[config.mk]
export PLATFORM = sky130hd
export DESIGN_NAME = integer_to_ascii_formatter_top_flat
export DESIGN_NICKNAME = d
export VERILOG_FILES = /design/src/rtl/ita_pkg.sv /design/src/rtl/ita_if.sv /design/src/rtl/ita_dabble.sv /design/src/rtl/ita_emit.sv /design/src/rtl/integer_to_ascii_formatter_top.sv /design/src/flat_wrapper.sv
export SDC_FILE = /design/constraint.sdc
export NUM_CORES = 1
export LEC_CHECK = 0
export ABC_CLOCK_PERIOD_IN_PS = 6900
export BUFFER_PORTS_ARGS = -buffer_cell sky130_fd_sc_hd__buf_2
export CAP_MARGIN = 0
export CORE_ASPECT_RATIO = 1.5
export CORE_MARGIN = 1
export CORE_UTILIZATION = 50
export CTS_BUF_LIST = sky130_fd_sc_hd__clkbuf_4 sky130_fd_sc_hd__clkbuf_8
export DETAILED_ROUTE_END_ITERATION = 8
export PLACE_DENSITY = 0.72
export SLEW_MARGIN = 10
export SYNTH_ARGS = -nofsm -noshare
export SYNTH_HDL_FRONTEND = slang
export SYNTH_SLANG_ARGS = --single-unit
[constraint.sdc]
create_clock -name clk -period 6.9 [get_ports clk]
set_input_delay 0.69 -clock clk [delete_from_list [all_inputs] [get_ports clk]]
set_output_delay 0.69 -clock clk [all_outputs]
set_load 0.02 [all_outputs]
[src/rtl/ita_pkg.sv]
// Package for the integer to ASCII formatter.
// Conversion codes, fixed field widths and the digit glyph function.
// No dependencies.
package ita_pkg;

    localparam int unsigned VALUE_W = 32;
    localparam int unsigned CHAR_W  = 8;

    typedef enum logic [1:0] {
        CMD_SDEC = 2'd0,
        CMD_UDEC = 2'd1,
        CMD_HEX  = 2'd2,
        CMD_CHAR = 2'd3
    } cmd_t;

    localparam logic [CHAR_W-1:0] CHAR_MINUS  = 8'h2d;
    localparam logic [CHAR_W-1:0] CHAR_ZERO   = 8'h30;
    localparam logic [CHAR_W-1:0] CHAR_LOWER_A = 8'h61;

    // load request from the sequencer to the character emitter
    typedef struct packed {
        logic              load;
        logic              has_lead;
        logic [CHAR_W-1:0] lead_char;
        logic              lead_last;
    } emit_ctrl_t;

    // 0..f to lowercase ASCII
    function automatic logic [CHAR_W-1:0] glyph(input logic [3:0] d);
        logic [CHAR_W-1:0] g;
        if (d < 4'd10)
        begin
            g = CHAR_ZERO + {4'd0, d};
        end
        else
        begin
            g = CHAR_LOWER_A + {4'd0, d} - 8'd10;
        end
        return g;
    endfunction

endpackage

[src/rtl/ita_if.sv]
// Channel interfaces for the integer to ASCII formatter.
// Command word channel and character word channel; uses ita_pkg widths.
interface ita_cmd_if;
    logic                          valid;
    logic                          ready;
    logic [1:0]                    command;
    logic [ita_pkg::VALUE_W-1:0]   value;

    modport source (output valid, output command, output value, input ready);
    modport sink   (input valid, input command, input value, output ready);
endinterface

interface ita_char_if;
    logic                          valid;
    logic                          ready;
    logic [ita_pkg::CHAR_W-1:0]    character;
    logic                          last;

    modport source (output valid, output character, output last, input ready);
    modport sink   (input valid, input character, input last, output ready);
endinterface

[src/rtl/ita_dabble.sv]
// Iterative binary to BCD converter (shift and add-3), one bit per cycle.
// Uses no package items; driven by the formatter sequencer.
module ita_dabble #(
    parameter int unsigned VALUE_BITS = 32,
    parameter int unsigned DIGITS     = 10
) (
    input  logic                    clk,
    input  logic                    rst_n,
    input  logic                    start,
    input  logic [VALUE_BITS-1:0]   mag,
    output logic                    busy,
    output logic [DIGITS*4-1:0]     bcd
);

    localparam int unsigned DW = DIGITS * 4;
    localparam int unsigned CW = $clog2(VALUE_BITS + 1);

    logic [VALUE_BITS-1:0] bin_reg, bin_next;
    logic [DW-1:0]         bcd_reg, bcd_next;
    logic [CW-1:0]         cnt_reg, cnt_next;
    logic [DW-1:0]         adj;

    always_comb
    begin
        for (int i = 0; i < DIGITS; i++)
        begin
            adj[i*4 +: 4] = (bcd_reg[i*4 +: 4] >= 4'd5) ? bcd_reg[i*4 +: 4] + 4'd3
                                                         : bcd_reg[i*4 +: 4];
        end
    end

    always_comb
    begin
        bin_next = bin_reg;
        bcd_next = bcd_reg;
        cnt_next = cnt_reg;
        if (start)
        begin
            bin_next = mag;
            bcd_next = '0;
            cnt_next = CW'(VALUE_BITS);
        end
        else if (cnt_reg != '0)
        begin
            bcd_next = {adj[DW-2:0], bin_reg[VALUE_BITS-1]};
            bin_next = {bin_reg[VALUE_BITS-2:0], 1'b0};
            cnt_next = cnt_reg - CW'(1);
        end
    end

    always_ff @(posedge clk or negedge rst_n)
    begin
        if (!rst_n)
        begin
            cnt_reg <= '0;
        end
        else
        begin
            cnt_reg <= cnt_next;
        end
    end

    always_ff @(posedge clk)
    begin
        bin_reg <= bin_next;
        bcd_reg <= bcd_next;
    end

    assign busy = (cnt_reg != '0);
    assign bcd  = bcd_reg;

endmodule

[src/rtl/ita_emit.sv]
// Character emitter: strips leading zeros; one character a cycle unless stalled.
// Uses ita_pkg (emit_ctrl_t, glyph) and ita_char_if; holds the output register.
module ita_emit #(
    parameter int unsigned DIGITS = 10
) (
    input  logic                  clk,
    input  logic                  rst_n,
    input  ita_pkg::emit_ctrl_t   ctrl,
    input  logic [DIGITS*4-1:0]   digits,
    output logic                  busy,
    ita_char_if.source            txt
);

    localparam int unsigned DW = DIGITS * 4;
    localparam int unsigned LW = $clog2(DIGITS + 1);

    typedef enum logic [1:0] {
        E_IDLE,
        E_LEAD,
        E_SKIP,
        E_DIGITS
    } phase_t;

    phase_t                       phase_reg;
    logic [DW-1:0]                digits_reg;
    logic [LW-1:0]                left_reg;
    logic [ita_pkg::CHAR_W-1:0]   lead_char_reg;
    logic                         lead_last_reg;
    logic                         valid_reg;
    logic [ita_pkg::CHAR_W-1:0]   char_reg;
    logic                         last_reg;
    logic                         slot_free;
    logic                         emit_now;
    logic [3:0]                   top_digit;

    assign slot_free = !valid_reg || txt.ready;
    assign top_digit = digits_reg[DW-1 -: 4];
    // a new character enters the output register this cycle
    assign emit_now  = slot_free && (phase_reg == E_LEAD || phase_reg == E_DIGITS);

    always_ff @(posedge clk or negedge rst_n)
    begin
        if (!rst_n)
        begin
            phase_reg     <= E_IDLE;
            valid_reg     <= 1'b0;
            digits_reg    <= '0;
            left_reg      <= '0;
            lead_char_reg <= '0;
            lead_last_reg <= 1'b0;
            char_reg      <= '0;
            last_reg      <= 1'b0;
        end
        else
        begin
            if (emit_now)
            begin
                valid_reg <= 1'b1;
            end
            else if (txt.ready)
            begin
                valid_reg <= 1'b0;
            end
            unique case (phase_reg)
                E_IDLE:
                begin
                    if (ctrl.load)
                    begin
                        digits_reg    <= digits;
                        left_reg      <= LW'(DIGITS);
                        lead_char_reg <= ctrl.lead_char;
                        lead_last_reg <= ctrl.lead_last;
                        phase_reg     <= ctrl.has_lead ? E_LEAD : E_SKIP;
                    end
                end
                E_LEAD:
                begin
                    if (slot_free)
                    begin
                        char_reg  <= lead_char_reg;
                        last_reg  <= lead_last_reg;
                        phase_reg <= lead_last_reg ? E_IDLE : E_SKIP;
                    end
                end
                E_SKIP:
                begin
                    // keep at least one digit so zero prints as "0"
                    if (top_digit == 4'd0 && left_reg != LW'(1))
                    begin
                        digits_reg <= {digits_reg[DW-5:0], 4'd0};
                        left_reg   <= left_reg - LW'(1);
                    end
                    else
                    begin
                        phase_reg <= E_DIGITS;
                    end
                end
                E_DIGITS:
                begin
                    if (slot_free)
                    begin
                        char_reg   <= ita_pkg::glyph(top_digit);
                        last_reg   <= (left_reg == LW'(1));
                        digits_reg <= {digits_reg[DW-5:0], 4'd0};
                        left_reg   <= left_reg - LW'(1);
                        if (left_reg == LW'(1))
                        begin
                            phase_reg <= E_IDLE;
                        end
                    end
                end
                default:
                begin
                    phase_reg <= E_IDLE;
                end
            endcase
        end
    end

    assign busy          = (phase_reg != E_IDLE);
    assign txt.valid     = valid_reg;
    assign txt.character = char_reg;
    assign txt.last      = last_reg;

endmodule

[src/rtl/integer_to_ascii_formatter_top.sv]
// Integer to ASCII formatter, top level: command sequencer.
// Uses ita_pkg, ita_if, ita_dabble and ita_emit.
//
// Usage: a word on cmd carries a conversion command (signed decimal,
// unsigned decimal, lowercase hex, single character) and a 32-bit value.
// The text comes out on txt as one character word per handshake, most
// significant first, with last set on the final character of the run.
// cmd.ready is high only while the sequencer is idle; one command is
// worked on at a time.
// Decimal commands run the shift-and-add-3 unit over all VALUE_BITS bits,
// then load the emitter, which drops leading zero digits one per cycle
// and sends one character per cycle while txt is ready. Hex and
// character commands load the emitter on accept. The BCD unit is the
// limit on decimal throughput.
// Reset clears the sequencer, the emitter state, the output valid and
// the BCD unit's bit counter; the BCD data registers have no reset.
// A stall on txt holds the current character, and the emitter sends no
// further character until it is taken; the next command can be accepted
// once the final character is in the output register, even if it has
// not been taken yet.
module integer_to_ascii_formatter_top #(
    parameter int unsigned VALUE_BITS = 32
) (
    input  logic         clk,
    input  logic         rst_n,
    ita_cmd_if.sink      cmd,
    ita_char_if.source   txt
);

    localparam int unsigned DIGITS = (VALUE_BITS * 1233) / 4096 + 1;
    localparam int unsigned DW     = DIGITS * 4;

    typedef enum logic [1:0] {
        T_IDLE,
        T_CONV,
        T_OUT
    } state_t;

    state_t                 state_reg;
    logic                   neg_reg;
    logic                   accept;
    ita_pkg::cmd_t          cmd_code;
    logic [VALUE_BITS-1:0]  v;
    logic                   neg;
    logic [VALUE_BITS-1:0]  mag;
    logic                   dab_start;
    logic                   dab_busy;
    logic [DW-1:0]          bcd;
    logic                   emit_busy;
    ita_pkg::emit_ctrl_t    ctrl;
    logic [DW-1:0]          digits;

    assign accept   = cmd.valid && cmd.ready;
    assign cmd_code = ita_pkg::cmd_t'(cmd.command);
    assign v        = VALUE_BITS'(cmd.value);
    assign neg      = (cmd_code == ita_pkg::CMD_SDEC) && v[VALUE_BITS-1];
    assign mag      = neg ? (~v + VALUE_BITS'(1)) : v;
    assign cmd.ready = (state_reg == T_IDLE);

    always_comb
    begin
        dab_start      = 1'b0;
        ctrl.load      = 1'b0;
        ctrl.has_lead  = 1'b0;
        ctrl.lead_char = ita_pkg::CHAR_MINUS;
        ctrl.lead_last = 1'b0;
        digits         = bcd;
        if (state_reg == T_CONV)
        begin
            ctrl.load     = !dab_busy;
            ctrl.has_lead = neg_reg;
        end
        else if (accept)
        begin
            unique case (cmd_code)
                ita_pkg::CMD_SDEC,
                ita_pkg::CMD_UDEC:
                begin
                    dab_start = 1'b1;
                end
                ita_pkg::CMD_HEX:
                begin
                    ctrl.load = 1'b1;
                    digits    = DW'(mag);
                end
                ita_pkg::CMD_CHAR:
                begin
                    ctrl.load      = 1'b1;
                    ctrl.has_lead  = 1'b1;
                    ctrl.lead_char = cmd.value[ita_pkg::CHAR_W-1:0];
                    ctrl.lead_last = 1'b1;
                end
                default:
                begin
                    dab_start = 1'b0;
                end
            endcase
        end
    end

    always_ff @(posedge clk or negedge rst_n)
    begin
        if (!rst_n)
        begin
            state_reg <= T_IDLE;
            neg_reg   <= 1'b0;
        end
        else
        begin
            unique case (state_reg)
                T_IDLE:
                begin
                    if (accept)
                    begin
                        neg_reg   <= neg;
                        state_reg <= dab_start ? T_CONV : T_OUT;
                    end
                end
                T_CONV:
                begin
                    if (!dab_busy)
                    begin
                        state_reg <= T_OUT;
                    end
                end
                T_OUT:
                begin
                    // emitter goes busy the cycle after its load
                    if (!emit_busy)
                    begin
                        state_reg <= T_IDLE;
                    end
                end
                default:
                begin
                    state_reg <= T_IDLE;
                end
            endcase
        end
    end

    ita_dabble #(
        .VALUE_BITS (VALUE_BITS),
        .DIGITS     (DIGITS)
    ) u_dabble (
        .clk   (clk),
        .rst_n (rst_n),
        .start (dab_start),
        .mag   (mag),
        .busy  (dab_busy),
        .bcd   (bcd)
    );

    ita_emit #(
        .DIGITS (DIGITS)
    ) u_emit (
        .clk    (clk),
        .rst_n  (rst_n),
        .ctrl   (ctrl),
        .digits (digits),
        .busy   (emit_busy),
        .txt    (txt)
    );

endmodule
[src/flat_wrapper.sv]
// flat-port wrapper written by rule: the top's interface ports become plain ports
module integer_to_ascii_formatter_top_flat 
#(
    parameter int unsigned VALUE_BITS = 32
)
  (clk, rst_n, cmd_valid, cmd_command, cmd_value, cmd_ready, txt_valid, txt_character, txt_last, txt_ready);
  ita_cmd_if cmd_i ();
  ita_char_if txt_i ();
  input  logic clk;
  input  logic rst_n;
  input wire logic [$bits(cmd_i.valid)-1:0] cmd_valid;
  input wire logic [$bits(cmd_i.command)-1:0] cmd_command;
  input wire logic [$bits(cmd_i.value)-1:0] cmd_value;
  output wire logic [$bits(cmd_i.ready)-1:0] cmd_ready;
  output wire logic [$bits(txt_i.valid)-1:0] txt_valid;
  output wire logic [$bits(txt_i.character)-1:0] txt_character;
  output wire logic [$bits(txt_i.last)-1:0] txt_last;
  input wire logic [$bits(txt_i.ready)-1:0] txt_ready;
  assign cmd_i.valid = cmd_valid;
  assign cmd_i.command = cmd_command;
  assign cmd_i.value = cmd_value;
  assign cmd_ready = cmd_i.ready;
  assign txt_valid = txt_i.valid;
  assign txt_character = txt_i.character;
  assign txt_last = txt_i.last;
  assign txt_i.ready = txt_ready;
  integer_to_ascii_formatter_top #(.VALUE_BITS(VALUE_BITS)) u_core (.clk(clk), .rst_n(rst_n), .cmd(cmd_i), .txt(txt_i));
endmodule
==> reports/qor.txt, run 1 <==
STATUS
--------------------------------------------------------------------------------
Status ............................................................ finished clean

TIMING
--------------------------------------------------------------------------------
Setup total negative slack ........................................         0 ps
Hold violation total from the final report ........................            0
Clock Skews .......................................................      15.9 ps
Hold WS ...........................................................       166 ps
RSZ-0062 raised after global routing ..............................           no
Final critical delay including setup and external delays ..........      2860 ps
Pin slew with the least headroom to its limit .....................      1080 ps
Final worst-path cycle share ......................................        0.414
Maximum clock frequency ...........................................      350 MHz
Max-Slew Margin vs Limit ..........................................        0.279
Endpoints failing setup ...........................................            0
Max-slew violations ...............................................            0
Final worst-path setup slack ......................................      4040 ps

CLOCKING
--------------------------------------------------------------------------------
CTS tree ..........................................................        built
Sinks on the clock net ............................................          146
Number of buffers added to fix hold violations after cts ..........            0
Post-cts gate resize count ........................................            0
Post-CTS Setup Repair Bufs ........................................            0
Clock Pin Slew Worst Setup and Hold Paths .........................        80 ps
Clk Tree Root Cell ................................................ sky130_fd_sc_hd__clkbuf_8
Largest buffer count on any clock path ............................            2
Clock Latency Late Sink ...........................................       450 ps
TritonCTS buffer count ............................................           17
Count of H-tree levels built during CTS ...........................            4

WORST SETUP PATH
--------------------------------------------------------------------------------
Critical Path AT ..................................................      3180 ps
Flop-to-flop setup slack ..........................................      4040 ps
Crit path capture ................................................. u_core.u_emit.digits_reg[8]$_DFFE_PN0P_
Kind of start point of the critical path ..........................         flop
Required time of the worst setup path .............................      7220 ps
Beginning of the worst register-to-register path .................. u_core.u_emit.phase_reg[0]$_DFFE_PN0P_
Crit path from .................................................... u_core.u_emit.phase_reg[0]$_DFFE_PN0P_
Crit end category .................................................         flop
Critical setup path kind ..........................................      reg2reg
Worst r2r path cells ..............................................            6
Reg-to-reg endpoint ............................................... u_core.u_emit.digits_reg[8]$_DFFE_PN0P_
Max Fanout on Critical Path .......................................           67

YOSYS
--------------------------------------------------------------------------------
Seq cells post-synth ..............................................          146
Cell types occupying the most area after synthesis ................ sky130_fd_sc_hd__dfrtp_1 (22%), sky130_fd_sc_hd__edfxtp_1 (12%), sky130_fd_sc_hd__dfxtp_1 (9.7%)
Synthesis Warnings ................................................            0
Predominant post-synthesis flop cell .............................. sky130_fd_sc_hd__dfrtp_1
Average footprint of a synthesized cell ...........................     8.74 um2
Gate count after technology mapping ...............................          943
EDFF count, synth .................................................           32
Register area share after synthesis ...............................        0.438
Post-Syn Nets .....................................................         1012
Area leader, netlist .............................................. sky130_fd_sc_hd__dfrtp_1
Proportion of netlist area held by the largest area contributor ...        0.225
Share of async-settable or async-resettable flops after synthesis .        0.507
Count of different cell masters after synthesis ...................           55
Cell area after technology mapping ................................     8240 um2

CELLS AND AREA
--------------------------------------------------------------------------------
Filler cells ......................................................         1469
Proportion of layout cells with a drive suffix above 1 ............        0.134
P&R area growth vs syn ............................................        9.69%
Count of nets after finishing .....................................         1034
Count of non-filler cells in the finished layout ..................         1184
Final antenna diode count .........................................            0

POWER AND IR DROP
--------------------------------------------------------------------------------
Power density over the cells ......................................   484 nW/um2
Worst IR drop on VDD ..............................................   0.000432 V
Total power .......................................................      4.37 mW
Static Leak .......................................................      3.87 nW

ROUTE
--------------------------------------------------------------------------------
Residual antenna-violating net count after detailed routing .......            0
Post-detailed-route wirelength per cell ...........................      15.9 um
Via density .......................................................         5.75
Iteration-0 DRC count of the detailed router ......................          488
Routed vias .......................................................         6804
Number of remaining DRC errors ....................................            0
Detailed-router iteration count before antenna repair .............            5
Sum of routed wire length over all layers .........................     18900 um

FLOORPLAN
--------------------------------------------------------------------------------
Die area ..........................................................    17000 um2
Row Count .........................................................           57
Initial core utilization ..........................................        0.509
Chip width ........................................................       107 um
IO Pins ...........................................................           49
Floorplan die height ..............................................       159 um
Placeable core region .............................................    16200 um2

PLACED DESIGN
--------------------------------------------------------------------------------
GP Congestion .....................................................        0.907
Post-detailed-placement half-perimeter wirelength .................     12800 um
Port Buffers ......................................................           48
Total instance count after detailed placement .....................         1152
Setup WS pre-CTS ..................................................      3990 ps

WORST HOLD PATH
--------------------------------------------------------------------------------
Worst min-delay path class ........................................     in2async

GRT
--------------------------------------------------------------------------------
Maximum number of pins on one net before global-route repair ......           68
Wire length of the first global-routing pass ......................     31100 um
Global-route total usage across every layer .......................        0.229
Congestion Overflow GR ............................................            0
Number of antenna violations at the first check in global routing .            0
Vias in the first global route ....................................         6414

FLOW RUN
--------------------------------------------------------------------------------
Maximum Capacitance Violations ....................................            0

stage by stage:
step / util / instance area (um2)
global placement: 0.531 / 8600
finish: 0.558 / 9040
CTS: 0.558 / 9040
floorplan: - / 8240
global route: 0.558 / 9040
detailed placement: 0.531 / 8600
cells in the final DEF (no fill, tap or decap), types with 9 or more instances in the layout:
cell / n
sky130_fd_sc_hd__nand2_1: 160
sky130_fd_sc_hd__o21ai_0: 83
sky130_fd_sc_hd__nor2_1: 80
sky130_fd_sc_hd__dfrtp_1: 74
sky130_fd_sc_hd__a21oi_1: 68
sky130_fd_sc_hd__buf_2: 47
sky130_fd_sc_hd__inv_1: 44
sky130_fd_sc_hd__dfxtp_1: 40
sky130_fd_sc_hd__xnor2_1: 39
sky130_fd_sc_hd__edfxtp_1: 32
sky130_fd_sc_hd__ha_1: 31
sky130_fd_sc_hd__a31oi_1: 27
sky130_fd_sc_hd__nor3_1: 21
sky130_fd_sc_hd__clkbuf_8: 19
sky130_fd_sc_hd__a211oi_1: 18
sky130_fd_sc_hd__mux2i_1: 17
sky130_fd_sc_hd__nand2b_1: 16
sky130_fd_sc_hd__mux2_2: 15
sky130_fd_sc_hd__nand3_1: 10
sky130_fd_sc_hd__buf_4: 10
sky130_fd_sc_hd__nor3b_1: 9
sky130_fd_sc_hd__o31ai_1: 9
sky130_fd_sc_hd__a31o_2: 9
where the power goes:
part	switching, mW	internal, mW
registers	0.307	1.32
logic	1.13	0.859
clock network	0.329	0.419
logic make-up after synthesis:
family / count (synthesis) / synth area share
multiplexers: 37 / 0.0512
flip-flops: 146 / 0.438
buffers and inverters: 98 / 0.0475
AND/OR/NAND/NOR: 337 / 0.188
AO/OA/AOI/OAI: 251 / 0.182
XOR/XNOR: 43 / 0.0457
adder cells (fa/ha/maj): 31 / 0.0471
cell usage after synthesis, drive strengths merged (2+ instances only):
cell type and instances:
a211oi 18, a21o 3, a21oi 68, a31o 9
a31oi 27, a32o 4, a41oi 7, and2 6
and3 7, buf 9, clkbuf 45, dfrtp 74
dfxtp 40, edfxtp 32, ha 31, inv 44
mux2 19, mux2i 18, nand2 160, nand2b 17
nand3 10, nor2 83, nor2b 3, nor3 21
nor3b 10, nor4 4, nor4b 2, o211ai 6
o21a 5, o21ai 85, o22ai 4, o31ai 9
o41ai 3, or2 3, or3 3, or4 2
xnor2 39, xor2 4
layout make-up:
cell class | count | area, um2 | area share
Clock buffer | 21 | 277 | 0.0306
Clock inverter | 11 | 160 | 0.0177
Inverter | 44 | 165 | 0.0183
Multi-Input combinational cell | 699 | 4260 | 0.471
Sequential cell | 146 | 3610 | 0.400
Tap cell | 206 | 258 | 0.0285
Timing Repair Buffer | 57 | 310 | 0.0343
routing by layer:
layer,wire length [um],GRT usage,part of all wire
met4,537,0.0878,0.028
met3,911,0.0454,0.048
met5,0,0,0
met2,9210,0.379,0.49
met1,8190,0.293,0.43
worst min path at each step:
stage,cells past startpoint,slack (ps),start,endpoint
global placement,2,440,u_core.u_dabble.bcd[37]$_SDFFE_PP0N_,u_core.u_dabble.bcd[37]$_SDFFE_PP0N_
finish,1,170,rst_n,u_core.u_emit.digits_reg[17]$_DFFE_PN0P_
CTS,1,170,rst_n,u_core.u_emit.digits_reg[16]$_DFFE_PN0P_
floorplan,0,390,rst_n,u_core.neg_reg$_DFFE_PN0P_
global route,1,180,rst_n,u_core.u_emit.digits_reg[19]$_DFFE_PN0P_
detailed placement,2,450,u_core.u_dabble.bcd[37]$_SDFFE_PP0N_,u_core.u_dabble.bcd[37]$_SDFFE_PP0N_
critical path, cell delays in order, from the launching register on:
cell	delay (ps)
sky130_fd_sc_hd__dfrtp_1	400
sky130_fd_sc_hd__inv_1	100
sky130_fd_sc_hd__ha_1	440
sky130_fd_sc_hd__nand2_1	130
sky130_fd_sc_hd__o211ai_1	550
sky130_fd_sc_hd__buf_4	670
sky130_fd_sc_hd__mux2_2	410
Power figures use the tool's default switching activity.
==> run 2: changes to the inputs <==
--- a/config.mk
+++ b/config.mk
@@ -5,7 +5,8 @@
 export SDC_FILE = /design/constraint.sdc
 export NUM_CORES = 1
 export LEC_CHECK = 0
-export ABC_CLOCK_PERIOD_IN_PS = 6900
+export ABC_AREA = 1
+export ABC_CLOCK_PERIOD_IN_PS = 3000
 export BUFFER_PORTS_ARGS = -buffer_cell sky130_fd_sc_hd__buf_2
 export CAP_MARGIN = 0
 export CORE_ASPECT_RATIO = 1.5
@@ -13,7 +14,7 @@
 export CORE_UTILIZATION = 50
 export CTS_BUF_LIST = sky130_fd_sc_hd__clkbuf_4 sky130_fd_sc_hd__clkbuf_8
 export DETAILED_ROUTE_END_ITERATION = 8
-export PLACE_DENSITY = 0.72
+export PLACE_DENSITY = 0.71
 export SLEW_MARGIN = 10
 export SYNTH_ARGS = -nofsm -noshare
 export SYNTH_HDL_FRONTEND = slang
==> constraint.sdc (replaced) <==
create_clock -name clk -period 3 [get_ports clk]
set_input_delay 0.3 -clock clk [delete_from_list [all_inputs] [get_ports clk]]
set_output_delay 0.3 -clock clk [all_outputs]
set_load 0.02 [all_outputs]
==> reports/qor.txt, run 2 <==
CELLS AND AREA
--------------------------------------------------------------------------------------------
Final antenna diode count .....................................................            0
Count of non-filler cells in the finished layout ..............................         1398
Count of nets after finishing .................................................         1244
P&R area growth vs syn ........................................................        9.32%
Area of all sequential standard cells .........................................     3610 um2
Proportion of layout cells with a drive suffix above 1 ........................        0.102
Highest-count cells in the layout ignoring fill and taps ...................... sky130_fd_sc_hd__nand2_1 (268), sky130_fd_sc_hd__inv_1 (141), sky130_fd_sc_hd__nor2_1 (112)
Commonest non-fill, non-tap cell in the layout ................................ sky130_fd_sc_hd__nand2_1
Filler cells ..................................................................         1589
Area of the multi-input gates .................................................     4160 um2
Cell area after layout ........................................................     9360 um2

YOSYS
--------------------------------------------------------------------------------------------
Most numerous cell in the Yosys netlist ....................................... sky130_fd_sc_hd__nand2_1
Cell types occupying the most area after synthesis ............................ sky130_fd_sc_hd__dfrtp_1 (22%), sky130_fd_sc_hd__nand2_1 (12%), sky130_fd_sc_hd__edfxtp_1 (11%)
Adder-cell area share of the yosys netlist ....................................       0.0453
Average footprint of a synthesized cell .......................................     7.56 um2
Post-Syn Nets .................................................................         1202
Cell area after technology mapping ............................................     8560 um2
Share of async-settable or async-resettable flops after synthesis .............        0.507
Gate count after technology mapping ...........................................         1133
Area share of xor/xnor cells in the synthesized design ........................       0.0266
Largest family of logic cells by synthesized area ............................. simple AND/OR/NAND/NOR gates
Predominant post-synthesis flop cell .......................................... sky130_fd_sc_hd__dfrtp_1
Area leader, netlist .......................................................... sky130_fd_sc_hd__dfrtp_1
EDFF count, synth .............................................................           32
Synthesis Warnings ............................................................            0
Complex-gate fraction of the synthesized area .................................        0.180
Basic-gate share of the synthesized area counting and, or, nand and nor cells .        0.234
Count of different cell masters after synthesis ...............................           45
Multiplexer area fraction after synthesis .....................................            0
Proportion of netlist area held by the largest area contributor ...............        0.216
Register area share after synthesis ...........................................        0.422
Seq cells post-synth ..........................................................          146
Top post-synthesis cells by count ............................................. sky130_fd_sc_hd__nand2_1 (268), sky130_fd_sc_hd__inv_1 (141), sky130_fd_sc_hd__nor2_1 (112)

CLOCKING
--------------------------------------------------------------------------------------------
Number of buffers added to fix hold violations after cts ......................            1
Post-CTS Setup Repair Bufs ....................................................            0
Count of H-tree levels built during CTS .......................................            4
CTS tree ......................................................................        built
Clock Latency Late Sink .......................................................       480 ps
Post-cts gate resize count ....................................................            0
TritonCTS buffer count ........................................................           17
Clk Tree Root Cell ............................................................ sky130_fd_sc_hd__clkbuf_8
Clock Pin Slew Worst Setup and Hold Paths .....................................        80 ps
Largest buffer count on any clock path ........................................            2
Sinks on the clock net ........................................................          146

WORST SETUP PATH
--------------------------------------------------------------------------------------------
Max Fanout on Critical Path ...................................................           58
Delay-heaviest family, CP ..................................................... simple AND/OR/NAND/NOR gates
Flop-to-flop setup slack ......................................................       800 ps
Crit end category .............................................................         flop
Critical-path cell list ....................................................... inv_1, ha_1, nand4_1, o21ai_0, nand3_2, buf_12, a21oi_1, a21boi_1
Slowest cell on crit path ..................................................... sky130_fd_sc_hd__dfrtp_1
Critical setup path kind ......................................................      reg2reg
Reg-to-reg endpoint ........................................................... u_core.u_emit.digits_reg[15]$_DFFE_PN0P_
Required time of the worst setup path .........................................      3360 ps
Buffer and inverter count on the worst path ...................................            2
Beginning of the worst register-to-register path .............................. u_core.u_emit.phase_reg[0]$_DFFE_PN0P_
Critical Path AT ..............................................................      2560 ps
Worst r2r path cells ..........................................................            8
Crit-path max cell delay ......................................................       420 ps
Kind of start point of the critical path ......................................         flop

FLOORPLAN
--------------------------------------------------------------------------------------------
Placeable core region .........................................................    16800 um2
Floorplan die height ..........................................................       162 um
Die area ......................................................................    17700 um2
IO Pins .......................................................................           49
Row Count .....................................................................           58
Chip width ....................................................................       109 um
Initial core utilization ......................................................        0.511

GRT
--------------------------------------------------------------------------------------------
Congestion Overflow GR ........................................................            0
Number of antenna violations at the first check in global routing .............            0
Vias in the first global route ................................................         7691
Global-route total usage across every layer ...................................        0.275
Maximum number of pins on one net before global-route repair ..................           75
Wire length of the first global-routing pass ..................................     37100 um

TIMING
--------------------------------------------------------------------------------------------
Max-slew violations ...........................................................            0
Setup total negative slack ....................................................         0 ps
Endpoints failing setup .......................................................            0
Max-Slew Margin vs Limit ......................................................        0.346
Maximum clock frequency .......................................................      454 MHz
Hold WS .......................................................................      28.2 ps
Hold violation total from the final report ....................................            0
Final worst-path cycle share ..................................................        0.734
RSZ-0062 raised after global routing ..........................................           no
Final critical delay including setup and external delays ......................      2200 ps
Clock Skews ...................................................................      18.3 ps
Pin slew with the least headroom to its limit .................................       981 ps

ROUTE
--------------------------------------------------------------------------------------------
Number of remaining DRC errors ................................................            0
Sum of routed wire length over all layers .....................................     22900 um
Detailed-router iteration count before antenna repair .........................            5
Post-detailed-route wirelength per cell .......................................      16.4 um
Via density ...................................................................         5.57
Residual antenna-violating net count after detailed routing ...................            0
Routed vias ...................................................................         7782
Iteration-0 DRC count of the detailed router ..................................          531

POWER AND IR DROP
--------------------------------------------------------------------------------------------
Static Leak ...................................................................      4.46 nW
Worst IR drop on VDD ..........................................................   0.000533 V
Power density over the cells ..................................................  1070 nW/um2

FLOW RUN
--------------------------------------------------------------------------------------------
Maximum Capacitance Violations ................................................            0

STATUS
--------------------------------------------------------------------------------------------
Status ........................................................................ finished clean

PLACED DESIGN
--------------------------------------------------------------------------------------------
Post-detailed-placement half-perimeter wirelength .............................     16800 um
Total instance count after detailed placement .................................         1365
Area after DPL ................................................................     8960 um2
GP Congestion .................................................................        0.953
Port Buffers ..................................................................           48

WORST HOLD PATH
--------------------------------------------------------------------------------------------
Worst min-delay path class ....................................................       in2reg
WHS Path Cells ................................................................            2
Hold Startpoint ...............................................................    txt_ready
Hold path endpoint ............................................................ u_core.u_emit.txt.valid$_DFFE_PN0P_

run 2: cells by family (layout without fill, tap and decap cells):
logic type,after synthesis,count (layout)
compound gates,262,262
xor+xnor,26,26
fa+ha+maj,31,31
buf+inv,189,244
flops,146,146
simple gates,479,479
run 2: worst max path at each step:
stage	slack (ps)	startpoint	to	cells past startpoint
final	800	u_core.u_emit.phase_reg[0]$_DFFE_PN0P_	u_core.u_emit.digits_reg[15]$_DFFE_PN0P_	8
after global placement	870	u_core.u_dabble.cnt_reg[0]$_DFFE_PN0P_	u_core.u_emit.digits_reg[13]$_DFFE_PN0P_	10
after detailed placement	830	u_core.u_emit.phase_reg[0]$_DFFE_PN0P_	u_core.u_emit.digits_reg[13]$_DFFE_PN0P_	8
after floorplan	910	u_core.state_reg[0]$_DFFE_PN0P_	u_core.u_dabble.bin_reg[0]$_SDFFCE_PN0P_	8
after CTS	810	u_core.u_emit.phase_reg[0]$_DFFE_PN0P_	u_core.u_emit.digits_reg[15]$_DFFE_PN0P_	8
after global routing	620	u_core.u_dabble.cnt_reg[0]$_DFFE_PN0P_	u_core.u_emit.digits_reg[12]$_DFFE_PN0P_	11
run 2: area by class of cell:
cell class              instances  area share
clock buffers                  17      0.0250
clock inverters                15      0.0167
flip-flops and latches        146       0.386
multi-input cells             798       0.444
repair buffers                 61      0.0393
well taps                     210      0.0281
inverters                     151      0.0608
run 2: report_power, final:
group / leakage [nW] / total [mW] / internal [mW] / switching (mW)
logic: 2.69 / 4.79 / 1.72 / 3.07
clock network: 0.185 / 1.57 / 0.744 / 0.826
registers: 1.58 / 3.64 / 3.07 / 0.567
run 2: per-stage QoR:
| stage | util | total power [mW] | worst slack [ps] |
|---|---|---|---|
| floorplan | - | 7.23 | 911 |
| global placement | 0.534 | 8.27 | 874 |
| detailed placement | 0.534 | 8.42 | 835 |
| CTS | 0.558 | 10.0 | 813 |
| global route | 0.558 | 10.9 | 617 |
| finish | 0.558 | 10.0 | 798 |
run 2: per-layer routing:
metal | vias up | GRT usage | share of wire
li1 | 3819 | - | -
met1 | 3606 | 0.301 | 0.39
met2 | 264 | 0.475 | 0.50
met3 | 93 | 0.0429 | 0.042
met4 | 0 | 0.202 | 0.070
met5 | - | 0 | 0
